File: src/rtl/tmwe_pkg.sv
package tmwe_pkg;

   localparam int MaxTasks   = 16;
   localparam int QueueDepth = 8;
   localparam int TaskW      = $clog2(MaxTasks);
   localparam int SlotW      = $clog2(QueueDepth);
   localparam int CountW     = $clog2(QueueDepth + 1);

   typedef enum logic [2:0] {
      CMD_PUT     = 3'd0,
      CMD_GET     = 3'd1,
      CMD_WAIT    = 3'd2,
      CMD_SUSPEND = 3'd3,
      CMD_RELEASE = 3'd4,
      CMD_FLUSH   = 3'd5,
      CMD_TICK    = 3'd6,
      CMD_NONE    = 3'd7
   } cmd_type;

   localparam logic [2:0] ST_OK         = 3'd0;
   localparam logic [2:0] ST_NOTASK     = 3'd1;
   localparam logic [2:0] ST_NOTAWAITED = 3'd2;
   localparam logic [2:0] ST_FULL       = 3'd3;
   localparam logic [2:0] ST_EMPTY      = 3'd4;
   localparam logic [2:0] ST_NOTSUSP    = 3'd5;
   localparam logic [2:0] ST_WAITING    = 3'd6;

   localparam logic [1:0] REG_MSEC   = 2'd0;
   localparam logic [1:0] REG_ACTIVE = 2'd1;
   localparam logic [1:0] REG_QSIZE  = 2'd2;

   typedef struct packed {
      logic [2:0]         cmd;
      logic [4:0]         task_id;
      logic signed [15:0] msg_type;
      logic               match_any;
      logic [15:0]        word_data;
      logic [31:0]        dword_data;
      logic [15:0]        time_ms;
   } req_type;

   typedef struct packed {
      logic [2:0]         status;
      logic signed [15:0] type_out;
      logic [15:0]        word_out;
      logic [31:0]        dword_out;
      logic [15:0]        woken_mask;
   } rsp_type;

   typedef enum logic [3:0] {
      S_IDLE, S_DECODE, S_PUT, S_POP_RD, S_POP_CHK, S_DIV, S_SUSP,
      S_TICK, S_DONE, S_OUT
   } state_type;

   typedef struct packed {
      logic load;      // latch request, compute task index
      logic do_put;    // put decision and store write
      logic pop_rd;    // issue message read at head
      logic pop_chk;   // consume popped message
      logic div_start;
      logic div_step;
      logic susp;      // write deadline and suspend state
      logic simple;    // get empty/release/flush bookkeeping
      logic tick_start;
      logic tick_step;
      logic emit;
   } ctl_type;

   typedef struct packed {
      logic       bad_task;
      logic [2:0] cmd;
      logic       ring_empty;
      logic       pop_match;
      logic       div_done;
      logic       tick_done;
   } sts_type;

endpackage

File: src/rtl/tmwe_ctrl.sv
module tmwe_ctrl (
   input  logic              clock,
   input  logic              reset,
   input  logic              req_go,
   input  logic              out_free,
   input  tmwe_pkg::sts_type sts,
   output tmwe_pkg::ctl_type ctl,
   output logic              busy
);
   import tmwe_pkg::*;

   state_type state_ff, state_in;

   always_ff @(posedge clock) begin
      if (reset) state_ff <= S_IDLE;
      else       state_ff <= state_in;
   end

   always_comb begin
      state_in = state_ff;
      case (state_ff)
         S_IDLE:   if (req_go) state_in = S_DECODE;
         S_DECODE: begin
            if (sts.cmd == CMD_TICK) state_in = S_TICK;
            else if (sts.cmd == CMD_NONE || sts.bad_task) state_in = S_DONE;
            else begin
               case (sts.cmd)
                  CMD_PUT:     state_in = S_PUT;
                  CMD_GET:     state_in = sts.ring_empty ? S_DONE : S_POP_RD;
                  CMD_WAIT:    state_in = sts.ring_empty ? S_DIV : S_POP_RD;
                  CMD_SUSPEND: state_in = S_DIV;
                  default:     state_in = S_DONE;
               endcase
            end
         end
         S_PUT:     state_in = S_DONE;
         S_POP_RD:  state_in = S_POP_CHK;
         S_POP_CHK: begin
            if (sts.cmd == CMD_GET || sts.pop_match) state_in = S_DONE;
            else if (sts.ring_empty) state_in = S_DIV;
            else state_in = S_POP_RD;
         end
         S_DIV:  if (sts.div_done) state_in = S_SUSP;
         S_SUSP: state_in = S_DONE;
         S_TICK: if (sts.tick_done) state_in = S_DONE;
         S_DONE: if (out_free) state_in = S_OUT;
         S_OUT:  state_in = S_IDLE;
         default: state_in = S_IDLE;
      endcase
   end

   always_comb begin
      ctl = '0;
      busy = (state_ff != S_IDLE);
      case (state_ff)
         S_IDLE:   ctl.load = req_go;
         S_DECODE: begin
            ctl.simple     = !sts.bad_task && sts.cmd != CMD_TICK;
            ctl.tick_start = sts.cmd == CMD_TICK;
            ctl.div_start  = !sts.bad_task && (sts.cmd == CMD_SUSPEND ||
                             (sts.cmd == CMD_WAIT && sts.ring_empty));
         end
         S_PUT:     ctl.do_put = 1'b1;
         S_POP_RD:  ctl.pop_rd = 1'b1;
         S_POP_CHK: begin
            ctl.pop_chk   = 1'b1;
            ctl.div_start = sts.cmd == CMD_WAIT && !sts.pop_match && sts.ring_empty;
         end
         S_DIV:  ctl.div_step = 1'b1;
         S_SUSP: ctl.susp = 1'b1;
         S_TICK: ctl.tick_step = 1'b1;
         S_DONE: ctl.emit = out_free;
         default: ;
      endcase
   end
endmodule

File: config.mk
export PLATFORM = sky130hd
export DESIGN_NAME = tmwe_ctrl
export DESIGN_NICKNAME = d
export VERILOG_FILES = /design/src/rtl/tmwe_pkg.sv /design/src/rtl/tmwe_ctrl.sv
export SDC_FILE = /design/constraint.sdc
export NUM_CORES = 1
export LEC_CHECK = 0
export ABC_CLOCK_PERIOD_IN_PS = 1940
export BUFFER_PORTS_ARGS = -buffer_cell sky130_fd_sc_hd__buf_2
export CAP_MARGIN = 20
export CORE_AREA = 3 3 40 42
export CTS_BUF_LIST = sky130_fd_sc_hd__clkbuf_4
export DETAILED_ROUTE_END_ITERATION = 6
export DIE_AREA = 0 0 43 45
export PLACE_DENSITY = 0.7
export SLEW_MARGIN = 20
export SYNTH_ARGS = -nofsm -noshare
export SYNTH_HDL_FRONTEND = slang
export SYNTH_SLANG_ARGS = --single-unit
File: constraint.sdc
create_clock -name clock -period 1.94 [get_ports clock]
set_input_delay 0.194 -clock clock [delete_from_list [all_inputs] [get_ports clock]]
set_output_delay 0.194 -clock clock [all_outputs]
set_load 0.005 [all_outputs]
# [Word level (Yosys, flattened, before mapping)]
# Cells that the tools add are included.
[op_classes] n_eq_ne=18 n_mux=21 n_reduce_logical=15
[ops] operator="4-bit 2-to-1 mux" n=8
[ops] operator="4-bit case mux with 8 select lines" n=1
[ops] operator="4-bit by 3-bit equality test with 1-bit output, second input constant" n=4
[ops] operator="4-bit case mux with 4 select lines" n=1
[ops] operator="4-bit by 2-bit equality test with 1-bit output, second input constant" n=2
[ops] operator="1-bit 2-to-1 mux" n=8
[ops] operator="2-bit inequality test, second input constant" n=4
[ops] operator="3-bit by 2-bit equality test with 1-bit output, second input constant" n=2
[ops] operator="3-bit equality test, second input constant" n=2
[ops] operator="1-bit logical AND" n=5
[ops] operator="4-bit by 1-bit equality test with 1-bit output, second input constant" n=1
[ops] operator="4-bit equality test, second input constant" n=1
[ops] operator="4-bit zero test" n=1
[ops] operator="4-bit AND reduction" n=1
[ops] operator="4-bit nonzero test" n=1
[ops] operator="3-bit by 1-bit equality test with 1-bit output, second input constant" n=1
[ops] operator="3-bit zero test" n=1
[ops] operator="1-bit logical OR" n=3
[ops] operator="3-bit 2-to-1 mux" n=1
[ops] operator="3-bit inequality test, second input constant" n=1
[ops] operator="1-bit zero test" n=2
[ops] operator="2-bit 2-to-1 mux" n=1
[ops] operator="1-bit case mux with 2 select lines" n=1
[ops] operator="2-bit OR reduction" n=1
[word_totals] input_bits=12 out_inout_bits=12 regBits=4 elab_cells=55

# [Longest topological paths before layout]
[depth] word_depth=5 mapped_depth=6

# [Worst setup path before layout]
# Ideal clock, no wire load.
[synth_path] path_type="register to output" start="reg state_ff[3]" end="out ctl[6] (netlist name)" stages_incl_launch_ff=5 slack_ps=225 arrival_time_ps=1521 cell_sequence="dfxtp_1 > clkbuf_1 > or4b_4 > or4_1 > o21ai_0"
[synth_lines] item="start, declared" line="tmwe_ctrl.sv:12" rtl="state_type state_ff, state_in;"
[synth_lines] item="start signal, assigned" line="tmwe_ctrl.sv:16" rtl="else state_ff <= state_in;"
[synth_lines] item="end, declared" line="tmwe_ctrl.sv:7" rtl="output tmwe_pkg::ctl_type ctl,"

==> summary.md <==
| Metric | Value |
|---|---|
| Hold_buf cts | `0` |
| Core Rows | `13` |
| Syn avg cell area | `6.55 sq um` |
| Status | `finished clean` |
| Maximum root-to-sink buffer count | `2` |
| Crit path DAT | `1.68 ns` |
| Cell family with most CP delay | `simple AND/OR/NAND/NOR gates` |
| Setup Skew | `0.000377 ns` |
| Ys async rst share | `0%` |
| Port Buffers | `23` |
| Worst EP required | `1.75 ns` |
| Leading cell type in the layout, fill and taps excluded | `buf_2` |
| PD cells | `682 nW/um^2` |
| Largest family of logic cells by synthesized area | `simple AND/OR/NAND/NOR gates` |
| Max H-tree Level | `1` |
| RSZ-0062 raised after global routing | `yes` |
| Post-DR vias/cell | `5.88` |
| Mux cell area share after synthesis | `1.86%` |
| Synth Instances | `82` |
| Max reg flops | `4` |
| DR DRC count | `0` |
| Ys flop type | `dfxtp_1` |
| Vias in the first global route | `595` |
| Final Cycle Share | `96.5%` |
| Worst VDD drop | `405 uV` |
| Final worst setup slack | `0.0685 ns` |
| Cell Area, Placed | `667 sq um` |
| Biggest regs | `state_ff: 4 flops` |
| Die span in y | `45 um` |
| CP Max Fanout | `3` |
| EDFF count, synth | `0` |
| Number of diodes | `0` |
| Critical Path, Cell by Cell | `or4b_4 > or4_1 > o21ai_1 > buf_2` |
| First-pass GRT wire length | `2390 um` |
| Total wire length | `1520 um` |
| Total of max-cap violations | `0` |
| Core area | `1280 sq um` |
| Synth area leader | `dfxtp_1` |
| Worst Path Buf+Inv | `1` |
| Setup violators final | `0` |
| Worst slack, placed | `0.197 ns` |
| Final #Nets | `119` |
| Netlist cell types | `37` |
| Initial Util | `41.8%` |
| Synth Area in Simple Gates | `45.7%` |
| Slew at the pin closest to its max-slew limit | `0.544 ns` |
| Final Critical Period | `1.87 ns` |
| TritonCTS clock tree | `done` |
| Post-route ant nets | `0` |
| I/O Pins | `24` |
| Most flop-heavy register | `state_ff` |
| Layout cells sized above 1 | `33.3%` |
| Max_slew headroom | `63.2%` |
| Fillers | `145` |
| Num CTS Buffers | `3` |
| Area delta synth->final | `29.6%` |
| WHS | `0.230 ns` |
| Pre-antenna DRT Iters | `4` |
| Initial antenna violation count | `0` |
| Compound-Gate Fraction of Synth Area | `29.1%` |
| Post-CTS setup repair buffer count | `0` |
| Slowest CP cell | `or4b_4` |
| Overflow after GRT | `0` |
| Worst Setup End Kind | `output pin` |
| Netlist Area Pre-Place | `537 sq um` |
| FF+latch count, synth | `4` |
| WL per Instance | `12.6 um` |
| HPWL Detailed | `1190 um` |
| Critical Path Max Stage Delay | `0.54 ns` |
| Clock Tree Root | `clkbuf_4` |
| Pleak | `0.321 nW` |
| Reg2Reg Setup Slack | `0.32 ns` |
| Largest net degree at the start of global routing | `15` |
| Fin Setup TNS | `0 ns` |
| CTS sink cnt | `4` |
| CTS clk-pin slew, worst paths | `0.04 ns` |
| CP Launch Type | `register` |
| Commonest non-fill, non-tap cells in the layout | `23 x buf_2, 13 x nor2_1, 5 x nand2_1` |
| Synth area leaders | `dfxtp_1 15%, nor2_1 9.1%, nor3b_1 5.6%, clkbuf_1 4.2%, a21oi_1 3.7%` |
| Setup CP Type | `reg2out` |
| Initial DRC Count | `18` |
| Post-synthesis sequential area ratio | `14.9%` |
| Final Max Tran Viols | `0` |
| Fmax | `0.534 GHz` |
| Design Area, Final | `696 sq um` |
| All-Layer GR Usage | `16.5%` |
| Final Hold Viols | `0` |
| Post-synth top area share | `14.9%` |
| Die X | `43 um` |
| Worst min path class | `in2reg` |
| Placer Congestion | `0.827` |
| Yosys warnings | `0` |
| Vias | `706` |
| Syn_nets | `94` |
| Post-Synth XOR/XNOR Area | `0%` |
| Total die area | `1940 sq um` |
| Post-synthesis adder-cell area fraction | `0%` |
| Worst-skew pair later-pin latency | `0.23 ns` |
## power breakdown
part	switching [mW]	internal, mW
clock	0.0304	0.0690
sequential	0.00819	0.0978
combinational	0.141	0.128
total	0.180	0.295
## stage by stage
step	power [mW]	utilization, %	cells
after floorplan	0.286	-	82
after global placement	0.369	51.9	117
after detailed placement	0.371	51.9	117
after CTS	0.477	53.7	120
after global routing	0.521	54.1	120
final	0.475	54.1	120
## metal layers
layer / global-route usage [%] / vias up / share of wire, %
met1: 21.0 / 333 / 46
met3: 4.78 / 0 / 3.7
li1: - / 355 / -
met2: 25.4 / 18 / 50
met4: 8.43 / 0 / 0
met5: 0 / - / 0
## worst paths after layout
path | depth (start not counted) | endpoint | from
worst min-delay path | 2 | state_ff[0] | reset
worst max-delay path | 4 | ctl[6] | state_ff[3]
worst max register to register | 5 | state_ff[3] | state_ff[0]
worst min register to register | 2 | state_ff[3] | state_ff[3]
## logic make-up (layout without fill, tap and decap cells)
logic type,count (synthesis),count (layout)
AO/OA/AOI/OAI,23,23
buffers and inverters,10,33
flip-flops,4,4
AND/OR/NAND/NOR,44,44
multiplexers,1,1
## cell type report
| cell class | count | area (sq um) | area share, % |
|---|---|---|---|
| well taps | 15 | 18.8 | 2.70 |
| multi-input cells | 68 | 417 | 59.9 |
| clock buffers | 3 | 22.5 | 3.24 |
| flip-flops and latches | 4 | 81.3 | 11.7 |
| inverters | 3 | 11.3 | 1.62 |
| repair buffers | 27 | 145 | 20.9 |
## what timing repair did
| action | CTS | global route |
|---|---|---|
| pin swaps | 2 | 0 |
| gates cloned | 0 | 0 |
| resized for setup | 1 | 2 |
| setup endpoints to repair | 1 | 1 |
## Yosys cell counts, types with 2 or more instances
| library cell | number |
|---|---|
| nor2_1 | 13 |
| clkbuf_1 | 6 |
| nand2_1 | 5 |
| a21oi_1 | 4 |
| dfxtp_1 | 4 |
| nor3_1 | 4 |
| nor3b_1 | 4 |
| o21ai_0 | 4 |
| inv_1 | 3 |
| nand2b_1 | 3 |
| o22ai_1 | 3 |
| nand3_1 | 2 |
| nor4b_1 | 2 |
| or4_1 | 2 |
Note: power is estimated with default switching activity, not from simulation.
